File: src/design/sca_pkg.sv
// shared types and constants for the servo center auto trim block
package sca_pkg;

  localparam int IN_TDATA_W  = 72;
  localparam int OUT_TDATA_W = 24;
  localparam int CENTER_W    = 16;
  localparam int SUM_W       = 40;
  localparam int COUNT_W     = 24;
  localparam int TIME_W      = 32;
  localparam int WINDOW_W    = 16;
  localparam int IDX_W       = 3;
  localparam int MASK_W      = 8;
  localparam int SCOUNT_W    = 4;
  localparam int CFG_IDX_W   = 2;
  localparam int CFG_DATA_W  = 16;

  localparam logic [COUNT_W-1:0]  COUNT_MAX    = '1;
  localparam logic [WINDOW_W-1:0] WINDOW_RESET = 16'd2000;
  localparam logic [SCOUNT_W-1:0] SCOUNT_RESET = 4'd8;

  localparam logic [CFG_IDX_W-1:0] REG_SERVO_COUNT = 2'd0;
  localparam logic [CFG_IDX_W-1:0] REG_TRIM_MASK   = 2'd1;
  localparam logic [CFG_IDX_W-1:0] REG_WINDOW      = 2'd2;

  localparam logic KIND_AVERAGE = 1'b0;
  localparam logic KIND_RESTORE = 1'b1;

  typedef enum logic [1:0] {
    MODE_IDLE    = 2'd0,
    MODE_COLLECT = 2'd1,
    MODE_PENDING = 2'd2
  } mode_t;

  typedef enum logic [2:0] {
    ST_IDLE,
    ST_READ,
    ST_UPDATE,
    ST_SCAN_READ,
    ST_SCAN_CHECK,
    ST_DIVIDE,
    ST_PUSH,
    ST_FLUSH
  } state_t;

  typedef struct packed {
    logic [CENTER_W-1:0] center;
    logic [SUM_W-1:0]    sum;
    logic [COUNT_W-1:0]  count;
  } entry_t;

  typedef struct packed {
    logic cap_item;
    logic rd_scan;
    logic mem_we;
    logic wr_capture;
    logic start_load;
    logic scan_clr;
    logic scan_inc;
    logic div_start;
    logic hold_clr;
    logic hold_load;
    logic scan_kind;
    logic out_push;
    logic out_last;
  } dp_cmd_t;

  typedef struct packed {
    logic idx_skip;
    logic last;
    logic sw;
    logic armed;
    logic item_trim;
    logic count_free;
    logic window_hit;
    logic scan_end;
    logic scan_trim;
    logic count_nz;
    logic div_done;
    logic hold_valid;
    logic out_free;
  } dp_stat_t;

endpackage

File: src/design/sca_ram.sv
// generic single write port ram with registered read
module sca_ram #(
  parameter int WIDTH = 8,
  parameter int DEPTH = 8
) (
  input  logic                                   clk,
  input  logic                                   we,
  input  logic [(DEPTH > 1 ? $clog2(DEPTH) : 1)-1:0] waddr,
  input  logic [WIDTH-1:0]                       wdata,
  input  logic [(DEPTH > 1 ? $clog2(DEPTH) : 1)-1:0] raddr,
  output logic [WIDTH-1:0]                       rdata
);

  logic [WIDTH-1:0] mem [0:DEPTH-1];

  always_ff @(posedge clk) begin
    if (we) begin
      mem[waddr] <= wdata;
    end
    rdata <= mem[raddr];
  end

endmodule

File: src/design/sca_div.sv
// iterative restoring divider, one quotient bit per cycle
module sca_div
  import sca_pkg::*;
(
  input  logic               clk,
  input  logic               rst_n,
  input  logic               start,
  input  logic [SUM_W-1:0]   dividend,
  input  logic [COUNT_W-1:0] divisor,
  output logic               done,
  output logic [SUM_W-1:0]   quotient
);

  localparam int CW = $clog2(SUM_W + 1);

  logic [CW-1:0]      cnt_r, cnt_nxt;
  logic               done_r, done_nxt;
  logic [SUM_W-1:0]   q_r, q_nxt;
  logic [COUNT_W-1:0] rem_r, rem_nxt;
  logic [COUNT_W-1:0] dsr_r, dsr_nxt;
  logic [COUNT_W:0]   trial;
  logic [COUNT_W:0]   diff;

  always_comb begin
    trial    = {rem_r, q_r[SUM_W-1]};
    diff     = trial - {1'b0, dsr_r};
    cnt_nxt  = cnt_r;
    done_nxt = 1'b0;
    q_nxt    = q_r;
    rem_nxt  = rem_r;
    dsr_nxt  = dsr_r;
    if (start) begin
      cnt_nxt = CW'(SUM_W);
      q_nxt   = dividend;
      rem_nxt = '0;
      dsr_nxt = divisor;
    end else if (cnt_r != '0) begin
      cnt_nxt = cnt_r - CW'(1);
      if (trial >= {1'b0, dsr_r}) begin
        rem_nxt = diff[COUNT_W-1:0];
        q_nxt   = {q_r[SUM_W-2:0], 1'b1};
      end else begin
        rem_nxt = trial[COUNT_W-1:0];
        q_nxt   = {q_r[SUM_W-2:0], 1'b0};
      end
      done_nxt = (cnt_r == CW'(1));
    end
  end

  always_ff @(posedge clk) begin
    if (!rst_n) begin
      cnt_r  <= '0;
      done_r <= 1'b0;
    end else begin
      cnt_r  <= cnt_nxt;
      done_r <= done_nxt;
    end
    q_r   <= q_nxt;
    rem_r <= rem_nxt;
    dsr_r <= dsr_nxt;
  end

  assign done     = done_r;
  assign quotient = q_r;

  a_start_idle: assert property (@(posedge clk) disable iff (!rst_n)
    start |-> cnt_r == '0)
    else $error("divider started while busy");

endmodule

File: src/design/sca_datapath.sv
// datapath: config registers, item capture, servo table, divider, result registers
module sca_datapath
  import sca_pkg::*;
#(
  parameter int SERVOS = 8
) (
  input  logic                   clk,
  input  logic                   rst_n,
  input  dp_cmd_t                cmd,
  output dp_stat_t               stat,
  input  logic                   cfg_valid,
  output logic                   cfg_ready,
  input  logic [CFG_IDX_W-1:0]   cfg_index,
  input  logic [CFG_DATA_W-1:0]  cfg_data,
  input  logic                   in_switch_on,
  input  logic                   in_armed,
  input  logic [TIME_W-1:0]      in_now_ms,
  input  logic [IDX_W-1:0]       in_servo_index,
  input  logic [CENTER_W-1:0]    in_servo_output,
  input  logic [CENTER_W-1:0]    in_current_center,
  input  logic                   out_tready,
  output logic                   out_tvalid,
  output logic [IDX_W-1:0]       out_target_servo,
  output logic [CENTER_W-1:0]    out_new_center,
  output logic                   out_write_kind,
  output logic                   out_last_write
);

  localparam int NW = $clog2(SERVOS + 1);
  localparam int AW = SERVOS > 1 ? $clog2(SERVOS) : 1;

  logic [SCOUNT_W-1:0] servo_count_r;
  logic [MASK_W-1:0]   mask_r;
  logic [WINDOW_W-1:0] window_r;

  logic                item_sw_r, item_armed_r;
  logic [TIME_W-1:0]   item_now_r;
  logic [IDX_W-1:0]    item_idx_r;
  logic [CENTER_W-1:0] item_out_r, item_ctr_r;
  logic [TIME_W-1:0]   start_r;
  logic [NW-1:0]       scan_r;

  logic                hold_valid_r, hold_valid_nxt;
  logic [IDX_W-1:0]    hold_servo_r;
  logic [CENTER_W-1:0] hold_center_r;
  logic                hold_kind_r;

  logic                out_valid_r, out_valid_nxt;
  logic [IDX_W-1:0]    out_servo_r;
  logic [CENTER_W-1:0] out_center_r;
  logic                out_kind_r, out_last_r;

  logic [NW-1:0]       n_eff;
  logic [4:0]          n5, idx5, scan5;
  logic [TIME_W-1:0]   tdiff;
  logic [AW-1:0]       raddr;
  entry_t              rd_entry, wr_entry;
  logic                div_done;
  logic [SUM_W-1:0]    quotient;
  logic [CENTER_W-1:0] new_value;

  assign cfg_ready = 1'b1;

  always_ff @(posedge clk) begin
    if (!rst_n) begin
      servo_count_r <= SCOUNT_RESET;
      mask_r        <= '0;
      window_r      <= WINDOW_RESET;
    end else if (cfg_valid) begin
      unique case (cfg_index)
        REG_SERVO_COUNT: servo_count_r <= cfg_data[SCOUNT_W-1:0];
        REG_TRIM_MASK:   mask_r        <= cfg_data[MASK_W-1:0];
        REG_WINDOW:      window_r      <= cfg_data[WINDOW_W-1:0];
        default: ;
      endcase
    end
  end

  // effective servo count, clamped to 1..SERVOS
  always_comb begin
    if (servo_count_r == '0) begin
      n_eff = NW'(1);
    end else if ({1'b0, servo_count_r} > 5'(SERVOS)) begin
      n_eff = NW'(SERVOS);
    end else begin
      n_eff = NW'(servo_count_r);
    end
  end

  assign n5    = 5'(n_eff);
  assign idx5  = {2'b00, item_idx_r};
  assign scan5 = 5'(scan_r);
  assign tdiff = item_now_r - start_r;

  always_ff @(posedge clk) begin
    if (cmd.cap_item) begin
      item_sw_r    <= in_switch_on;
      item_armed_r <= in_armed;
      item_now_r   <= in_now_ms;
      item_idx_r   <= in_servo_index;
      item_out_r   <= in_servo_output;
      item_ctr_r   <= in_current_center;
    end
  end

  always_ff @(posedge clk) begin
    if (!rst_n) begin
      start_r <= '0;
    end else if (cmd.start_load) begin
      start_r <= item_now_r;
    end
  end

  always_ff @(posedge clk) begin
    if (cmd.scan_clr) begin
      scan_r <= '0;
    end else if (cmd.scan_inc) begin
      scan_r <= scan_r + NW'(1);
    end
  end

  assign raddr = cmd.rd_scan ? AW'(scan_r) : AW'(item_idx_r);

  always_comb begin
    if (cmd.wr_capture) begin
      wr_entry.center = item_ctr_r;
      wr_entry.sum    = '0;
      wr_entry.count  = '0;
    end else begin
      wr_entry.center = rd_entry.center;
      wr_entry.sum    = rd_entry.sum + SUM_W'(item_out_r);
      wr_entry.count  = rd_entry.count + COUNT_W'(1);
    end
  end

  sca_ram #(
    .WIDTH($bits(entry_t)),
    .DEPTH(SERVOS)
  ) u_table (
    .clk   (clk),
    .we    (cmd.mem_we),
    .waddr (AW'(item_idx_r)),
    .wdata (wr_entry),
    .raddr (raddr),
    .rdata (rd_entry)
  );

  sca_div u_div (
    .clk      (clk),
    .rst_n    (rst_n),
    .start    (cmd.div_start),
    .dividend (rd_entry.sum),
    .divisor  (rd_entry.count),
    .done     (div_done),
    .quotient (quotient)
  );

  assign new_value = (cmd.scan_kind == KIND_RESTORE) ? rd_entry.center
                                                     : quotient[CENTER_W-1:0];

  always_comb begin
    hold_valid_nxt = hold_valid_r;
    if (cmd.hold_clr) begin
      hold_valid_nxt = 1'b0;
    end else if (cmd.hold_load) begin
      hold_valid_nxt = 1'b1;
    end else if (cmd.out_push && cmd.out_last) begin
      hold_valid_nxt = 1'b0;
    end
  end

  always_comb begin
    out_valid_nxt = out_valid_r;
    if (cmd.out_push) begin
      out_valid_nxt = 1'b1;
    end else if (out_tready) begin
      out_valid_nxt = 1'b0;
    end
  end

  always_ff @(posedge clk) begin
    if (!rst_n) begin
      hold_valid_r <= 1'b0;
      out_valid_r  <= 1'b0;
    end else begin
      hold_valid_r <= hold_valid_nxt;
      out_valid_r  <= out_valid_nxt;
    end
    if (cmd.hold_load) begin
      hold_servo_r  <= scan5[IDX_W-1:0];
      hold_center_r <= new_value;
      hold_kind_r   <= cmd.scan_kind;
    end
    if (cmd.out_push) begin
      out_servo_r  <= hold_servo_r;
      out_center_r <= hold_center_r;
      out_kind_r   <= hold_kind_r;
      out_last_r   <= cmd.out_last;
    end
  end

  assign out_tvalid       = out_valid_r;
  assign out_target_servo = out_servo_r;
  assign out_new_center   = out_center_r;
  assign out_write_kind   = out_kind_r;
  assign out_last_write   = out_last_r;

  always_comb begin
    stat.idx_skip   = idx5 >= n5;
    stat.last       = idx5 == (n5 - 5'd1);
    stat.sw         = item_sw_r;
    stat.armed      = item_armed_r;
    stat.item_trim  = mask_r[item_idx_r];
    stat.count_free = rd_entry.count != COUNT_MAX;
    stat.window_hit = !tdiff[TIME_W-1] && (tdiff > TIME_W'(window_r));
    stat.scan_end   = scan_r == n_eff;
    stat.scan_trim  = (scan5 < 5'd8) && mask_r[scan5[IDX_W-1:0]];
    stat.count_nz   = rd_entry.count != '0;
    stat.div_done   = div_done;
    stat.hold_valid = hold_valid_r;
    stat.out_free   = !out_valid_r || out_tready;
  end

  a_last_clears_hold: assert property (@(posedge clk) disable iff (!rst_n)
    (cmd.out_push && cmd.out_last) |=> !hold_valid_r)
    else $error("hold register still valid after final write");

endmodule

File: src/design/sca_ctrl.sv
// controller: trim mode and sequencing of item updates and result scans
module sca_ctrl
  import sca_pkg::*;
(
  input  logic     clk,
  input  logic     rst_n,
  input  logic     in_tvalid,
  output logic     in_tready,
  input  dp_stat_t stat,
  output dp_cmd_t  cmd
);

  state_t state_r, state_nxt;
  mode_t  mode_r, mode_nxt;
  logic   kind_r, kind_nxt;

  always_ff @(posedge clk) begin
    if (!rst_n) begin
      state_r <= ST_IDLE;
      mode_r  <= MODE_IDLE;
      kind_r  <= KIND_AVERAGE;
    end else begin
      state_r <= state_nxt;
      mode_r  <= mode_nxt;
      kind_r  <= kind_nxt;
    end
  end

  always_comb begin
    state_nxt     = state_r;
    mode_nxt      = mode_r;
    kind_nxt      = kind_r;
    cmd           = '0;
    cmd.scan_kind = kind_r;
    in_tready     = 1'b0;
    unique case (state_r)
      ST_IDLE: begin
        in_tready    = 1'b1;
        cmd.cap_item = in_tvalid;
        if (in_tvalid) begin
          state_nxt = ST_READ;
        end
      end
      ST_READ: begin
        state_nxt = ST_UPDATE;
      end
      ST_UPDATE: begin
        state_nxt = ST_IDLE;
        if (!stat.idx_skip) begin
          unique case (mode_r)
            MODE_COLLECT: begin
              if (!stat.sw || !stat.armed) begin
                if (stat.last) begin
                  mode_nxt = MODE_IDLE;
                end
              end else begin
                cmd.mem_we = stat.item_trim && stat.count_free;
                if (stat.last && stat.window_hit) begin
                  mode_nxt     = MODE_PENDING;
                  kind_nxt     = KIND_AVERAGE;
                  cmd.scan_clr = 1'b1;
                  cmd.hold_clr = 1'b1;
                  state_nxt    = ST_SCAN_READ;
                end
              end
            end
            MODE_PENDING: begin
              if (stat.last) begin
                if (!stat.sw) begin
                  mode_nxt     = MODE_IDLE;
                  kind_nxt     = KIND_RESTORE;
                  cmd.scan_clr = 1'b1;
                  cmd.hold_clr = 1'b1;
                  state_nxt    = ST_SCAN_READ;
                end else if (!stat.armed) begin
                  mode_nxt = MODE_IDLE;
                end
              end
            end
            default: begin
              if (stat.sw && stat.armed) begin
                cmd.mem_we     = stat.item_trim;
                cmd.wr_capture = 1'b1;
                if (stat.last) begin
                  cmd.start_load = 1'b1;
                  mode_nxt       = MODE_COLLECT;
                end
              end
            end
          endcase
        end
      end
      ST_SCAN_READ: begin
        cmd.rd_scan = 1'b1;
        state_nxt   = stat.scan_end ? ST_FLUSH : ST_SCAN_CHECK;
      end
      ST_SCAN_CHECK: begin
        cmd.rd_scan = 1'b1;
        if (kind_r == KIND_RESTORE) begin
          if (stat.scan_trim) begin
            state_nxt = ST_PUSH;
          end else begin
            cmd.scan_inc = 1'b1;
            state_nxt    = ST_SCAN_READ;
          end
        end else if (stat.scan_trim && stat.count_nz) begin
          cmd.div_start = 1'b1;
          state_nxt     = ST_DIVIDE;
        end else begin
          cmd.scan_inc = 1'b1;
          state_nxt    = ST_SCAN_READ;
        end
      end
      ST_DIVIDE: begin
        cmd.rd_scan = 1'b1;
        if (stat.div_done) begin
          state_nxt = ST_PUSH;
        end
      end
      ST_PUSH: begin
        cmd.rd_scan = 1'b1;
        if (!stat.hold_valid || stat.out_free) begin
          cmd.out_push  = stat.hold_valid;
          cmd.hold_load = 1'b1;
          cmd.scan_inc  = 1'b1;
          state_nxt     = ST_SCAN_READ;
        end
      end
      ST_FLUSH: begin
        if (!stat.hold_valid) begin
          state_nxt = ST_IDLE;
        end else if (stat.out_free) begin
          cmd.out_push = 1'b1;
          cmd.out_last = 1'b1;
          state_nxt    = ST_IDLE;
        end
      end
      default: begin
        state_nxt = ST_IDLE;
      end
    endcase
  end

  a_push_when_free: assert property (@(posedge clk) disable iff (!rst_n)
    cmd.out_push |-> stat.out_free)
    else $error("result pushed into occupied output register");

  a_div_then_wait: assert property (@(posedge clk) disable iff (!rst_n)
    cmd.div_start |=> state_r == ST_DIVIDE && kind_r == KIND_AVERAGE)
    else $error("divider started outside an average scan");

  a_flush_empty: assert property (@(posedge clk) disable iff (!rst_n)
    (state_r == ST_FLUSH && !stat.hold_valid) |=> state_r == ST_IDLE)
    else $error("flush with nothing held did not return to idle");

endmodule

File: src/design/servo_center_auto_trim.sv
// servo center auto trim top level
//
// Input stream: one transfer per servo per control tick, servos in ascending
// index order; the servo whose index is servo_count-1 closes the tick.
// Output stream: center writes, servo index and value in tdata, tuser set for
// a restored backup center, tlast on the final write of a run.
// Config channel: cfg_index selects servo count, trimmable mask or window;
// always ready. It must be written only while the block is idle; the block
// itself does not enforce this. An input transfer passes through accept,
// table read and table update. At a window end each trimmable servo with
// samples goes through the 40-step serial divider; a backup restore reads
// back stored centers. No input is taken while a run of writes is produced.
// One output register plus one held result decouple the scan from the
// receiver; when it stalls, the scan waits with the next result held.
// Reset puts the block in idle, clears start time, loads servo count 8,
// mask 0 and window 2000; the servo table has no reset.
module servo_center_auto_trim
  import sca_pkg::*;
#(
  parameter int SERVOS = 8
) (
  input  logic                   clk,
  input  logic                   rst_n,
  input  logic                   in_tvalid,
  output logic                   in_tready,
  // switch_on, armed, now_ms[31:0], servo_index[2:0], servo_output[15:0],
  // current_center[15:0], zero fill
  input  logic [IN_TDATA_W-1:0]  in_tdata,
  output logic                   out_tvalid,
  input  logic                   out_tready,
  // target_servo[2:0], new_center[15:0], zero fill
  output logic [OUT_TDATA_W-1:0] out_tdata,
  // write_kind
  output logic [0:0]             out_tuser,
  output logic                   out_tlast,
  input  logic                   cfg_valid,
  output logic                   cfg_ready,
  input  logic [CFG_IDX_W-1:0]   cfg_index,
  input  logic [CFG_DATA_W-1:0]  cfg_data
);

  dp_cmd_t             cmd;
  dp_stat_t            stat;
  logic [IDX_W-1:0]    target_servo;
  logic [CENTER_W-1:0] new_center;
  logic                write_kind;

  sca_ctrl u_ctrl (
    .clk       (clk),
    .rst_n     (rst_n),
    .in_tvalid (in_tvalid),
    .in_tready (in_tready),
    .stat      (stat),
    .cmd       (cmd)
  );

  sca_datapath #(
    .SERVOS(SERVOS)
  ) u_datapath (
    .clk               (clk),
    .rst_n             (rst_n),
    .cmd               (cmd),
    .stat              (stat),
    .cfg_valid         (cfg_valid),
    .cfg_ready         (cfg_ready),
    .cfg_index         (cfg_index),
    .cfg_data          (cfg_data),
    .in_switch_on      (in_tdata[0]),
    .in_armed          (in_tdata[1]),
    .in_now_ms         (in_tdata[33:2]),
    .in_servo_index    (in_tdata[36:34]),
    .in_servo_output   (in_tdata[52:37]),
    .in_current_center (in_tdata[68:53]),
    .out_tready        (out_tready),
    .out_tvalid        (out_tvalid),
    .out_target_servo  (target_servo),
    .out_new_center    (new_center),
    .out_write_kind    (write_kind),
    .out_last_write    (out_tlast)
  );

  assign out_tdata = {5'b00000, new_center, target_servo};
  assign out_tuser = write_kind;

endmodule
File: config.mk
export PLATFORM = sky130hd
export DESIGN_NAME = servo_center_auto_trim
export DESIGN_NICKNAME = d
export VERILOG_FILES = /design/src/design/sca_pkg.sv /design/src/design/sca_ram.sv /design/src/design/sca_div.sv /design/src/design/sca_datapath.sv /design/src/design/sca_ctrl.sv /design/src/design/servo_center_auto_trim.sv
export SDC_FILE = /design/constraint.sdc
export NUM_CORES = 1
export LEC_CHECK = 0
export BUFFER_PORTS_ARGS = -buffer_cell sky130_fd_sc_hd__buf_2
export CAP_MARGIN = 40
export CORE_MARGIN = 10
export CORE_UTILIZATION = 40
export CTS_BUF_LIST = sky130_fd_sc_hd__clkbuf_8
export DETAILED_ROUTE_END_ITERATION = 7
export GPL_TIMING_DRIVEN = 0
export PLACE_DENSITY = 0.6
export RECOVER_POWER = 100
export SYNTH_ARGS = -nofsm -noshare
export SYNTH_HDL_FRONTEND = slang
export SYNTH_HIERARCHICAL = 1
export SYNTH_SLANG_ARGS = --single-unit
File: constraint.sdc
create_clock -name clk -period 14.8 [get_ports clk]
set_input_delay 2.96 -clock clk [delete_from_list [all_inputs] [get_ports clk]]
set_output_delay 2.96 -clock clk [all_outputs]
set_load 0.005 [all_outputs]
==> reports/results.ini <==
[placement]
place_hpwl_um=69700
dp.cells=4245
place_area_um2=45700
place_congestion=0.836
io_buffers=114

[global_route]
grt_use_total_pct=16.7
met3_usage_pct=3.78
top_usage_layer=met2
use_met1_pct=21.6
grt_pass1_vias=24900
grt_start_max_net_pins=55
met2_usage_pct=27.4
antenna_found_initial=9
grt_pass1_wl_um=153000
overflow=0

[logic_synthesis]
synth_seq_cells=997
syn_area_per_cell_um2=15.8
synth_seq_area_share_pct=66.5
async_flop_share_pct=0
yosys.area_share.simple_pct=6.59
synth_top_family_by_area=multiplexers
synth_compound_area_share_pct=4.84
synth_top_area_share_pct=57.8
yosysUniqueCellTypes=83
yosys_warnings=6
synthCells=2673
synth-xor-area-share_pct=2.09
yosysTopAreaCell=edfxtp_1
ys_top_cells_by_count=edfxtp_1 (814), dfxtp_1 (183), mux4_2 (164)
synth_edf_count=814
yosysMostFrequentCell=edfxtp_1
muxShareOfSynthArea_pct=14.5
syn_area_um2=42300
synthAdderAreaFrac_pct=3.04
synth_ff_type=edfxtp_1
synth.area.top_cells=edfxtp_1 (58%), mux4_2 (8.7%), dfxtp_1 (8.7%)

[power]
power_density_nw_per_um2=150
leakagePower_uw=0.0165
irDropWorstVdd_v=0.0000840

[timing]
rsz0062_at_grt=false
period_minus_slack_ns=8.76
finalClockSkew_ns=0.0588
finalSetupTns_ns=0
post-route-period-util_pct=59.2
tightest_slew_ns=3.57
finalHoldViolations=0
slew_headroom_pct=-138
setup_violations=0
hold-worst-slack_ns=0.417
maxSlewViolCount=371
clock.fmax_mhz=114

[drt]
viasPerCell=5.27
ant_nets=0
wl_per_cell_um=22.3
num_vias=24100
drtIter0Drc=1843
drc_errors=0
first_pass_iters=7
routed_wl_um=102000

[cts]
numCtsBuffers=164
cts_resized=0
cts.sinks=997
cts_setup_buffers=0
clk_latency_ns=0.82
postCtsHoldBufs=0
cts_root_buffer=clkbuf_8
clock_path_buffers=3
clkTransAtPathRegs_ns=0.06
cts_tree=done
htree_levels=4

[floorplanning]
fp.dieW_um=345
coreArea_um2=105000
die_h_um=345
die_area_um2=119000
boundaryPins=124
initial_utilization_pct=40.2
num_rows=119

[critical_path]
path_cells=nor2_1, nor2_1, nor2_1, ha_1, nand2b_1, a21o_1, a21oi_1, nor2_1, nor2b_1, and4b_1, nand2_1, nor2_1, clkbuf_1, clkbuf_1, clkbuf_1, clkbuf_1
crit_family=buffers and inverters
cp-start-kind=register
cpMostUsedCell=nor2_1
cp_max_fo=19
critical_path_required_ns=15.18
crit_slowest_cell=nor2_1
cp_slowest_stage_delay_ns=1.65
path_buf_inv=4
path_class=reg -> reg
crit_arrival_ns=9.14
worstSetupEndpointType=register

[final_layout]
layout.cells.non_filler=4562
areaGrowthSynthToFinish_pct=13.8
final_core_util_pct=45.8
drive_gt1_share_pct=21.0
fin_area_um2=48100
nets=3217

[min_path]
hold_path_class=reg -> reg

[run]
drv_cap=16

[status]
status=finished, violations left
violations=capacitance limit, slew limit

[cell usage in the layout, fill, tap and decap left out, drive strengths merged, types with 66 or more instances in the layout]
cell type,netlist,layout
clkbuf,56,370
edfxtp,814,814
nand2,127,127
ha,98,98
dfxtp,183,183
nor2b,68,68
mux4,164,164
buf,68,125
inv,108,180
mux2i,66,66
mux2,157,157
a21oi,72,72
nor2,148,148
[path summary, 6_finish.rpt]
kind	from	to	slack, ns	depth (start not counted)
min reg2reg	u_datapath/hold_center_r[6]	u_datapath/out_new_center[6]	0.42	0
max	u_datapath/servo_count_r[1]	u_datapath/u_table/mem[5][44]	6.04	16
min	u_datapath/hold_center_r[6]	u_datapath/out_new_center[6]	0.42	0
max reg2reg	u_datapath/servo_count_r[1]	u_datapath/u_table/mem[5][44]	6.04	16
[registers in the layout (all words and copies together) (netlist names), 6 cells and up]
signal	count
u_datapath/hold_center_r	16
u_datapath/u_table/mem	640
u_datapath/window_r	16
u_datapath/u_table/rdata	80
u_datapath/item_ctr_r	16
u_datapath/u_div/cnt_r	6
u_datapath/u_div/quotient	40
u_datapath/u_div/rem_r	24
u_datapath/mask_r	8
u_datapath/item_out_r	16
u_datapath/u_div/dsr_r	24
u_datapath/start_r	32
u_datapath/out_new_center	16
u_datapath/item_now_r	32
[layout make-up]
class,count,area (µm²)
Fill cell,9223,57000
Sequential cell,997,28100
Multi-Input combinational cell,1448,13100
Clock buffer,193,2660
Tap cell,1391,1740
Timing Repair Buffer,178,785
Clock inverter,116,651
Buffer,124,623
Inverter,108,405
Antenna cell,7,17.5
[stage by stage]
step | setup WS (ns) | power [µW]
2_1_floorplan | 6.87 | 4470
4_1_cts | 9.59 | 7300
3_5_place_dp | 9.64 | 4900
6_report | 6.04 | 7220
5_1_grt | 5.36 | 7580
3_3_place_gp | -0.523 | 4850
[per-layer routing]
metal	vias up	wire length, µm
li1	11000	-
met1	12100	43400
met2	735	49000
met3	171	6590
met4	0	2610
met5	-	0
[report_power, final]
part / switching [µW] / internal [µW]
registers: 173 / 3360
logic: 770 / 544
clock network: 1120 / 1250
total: 2060 / 5160
[logic make-up after synthesis]
logic type	Yosys count
flops	997
simple gates	551
mux	387
compound gates	302
buf+inv	232
fa+ha+maj	101
xor+xnor	101
other cells	2
Power figures use the tool's default switching activity.
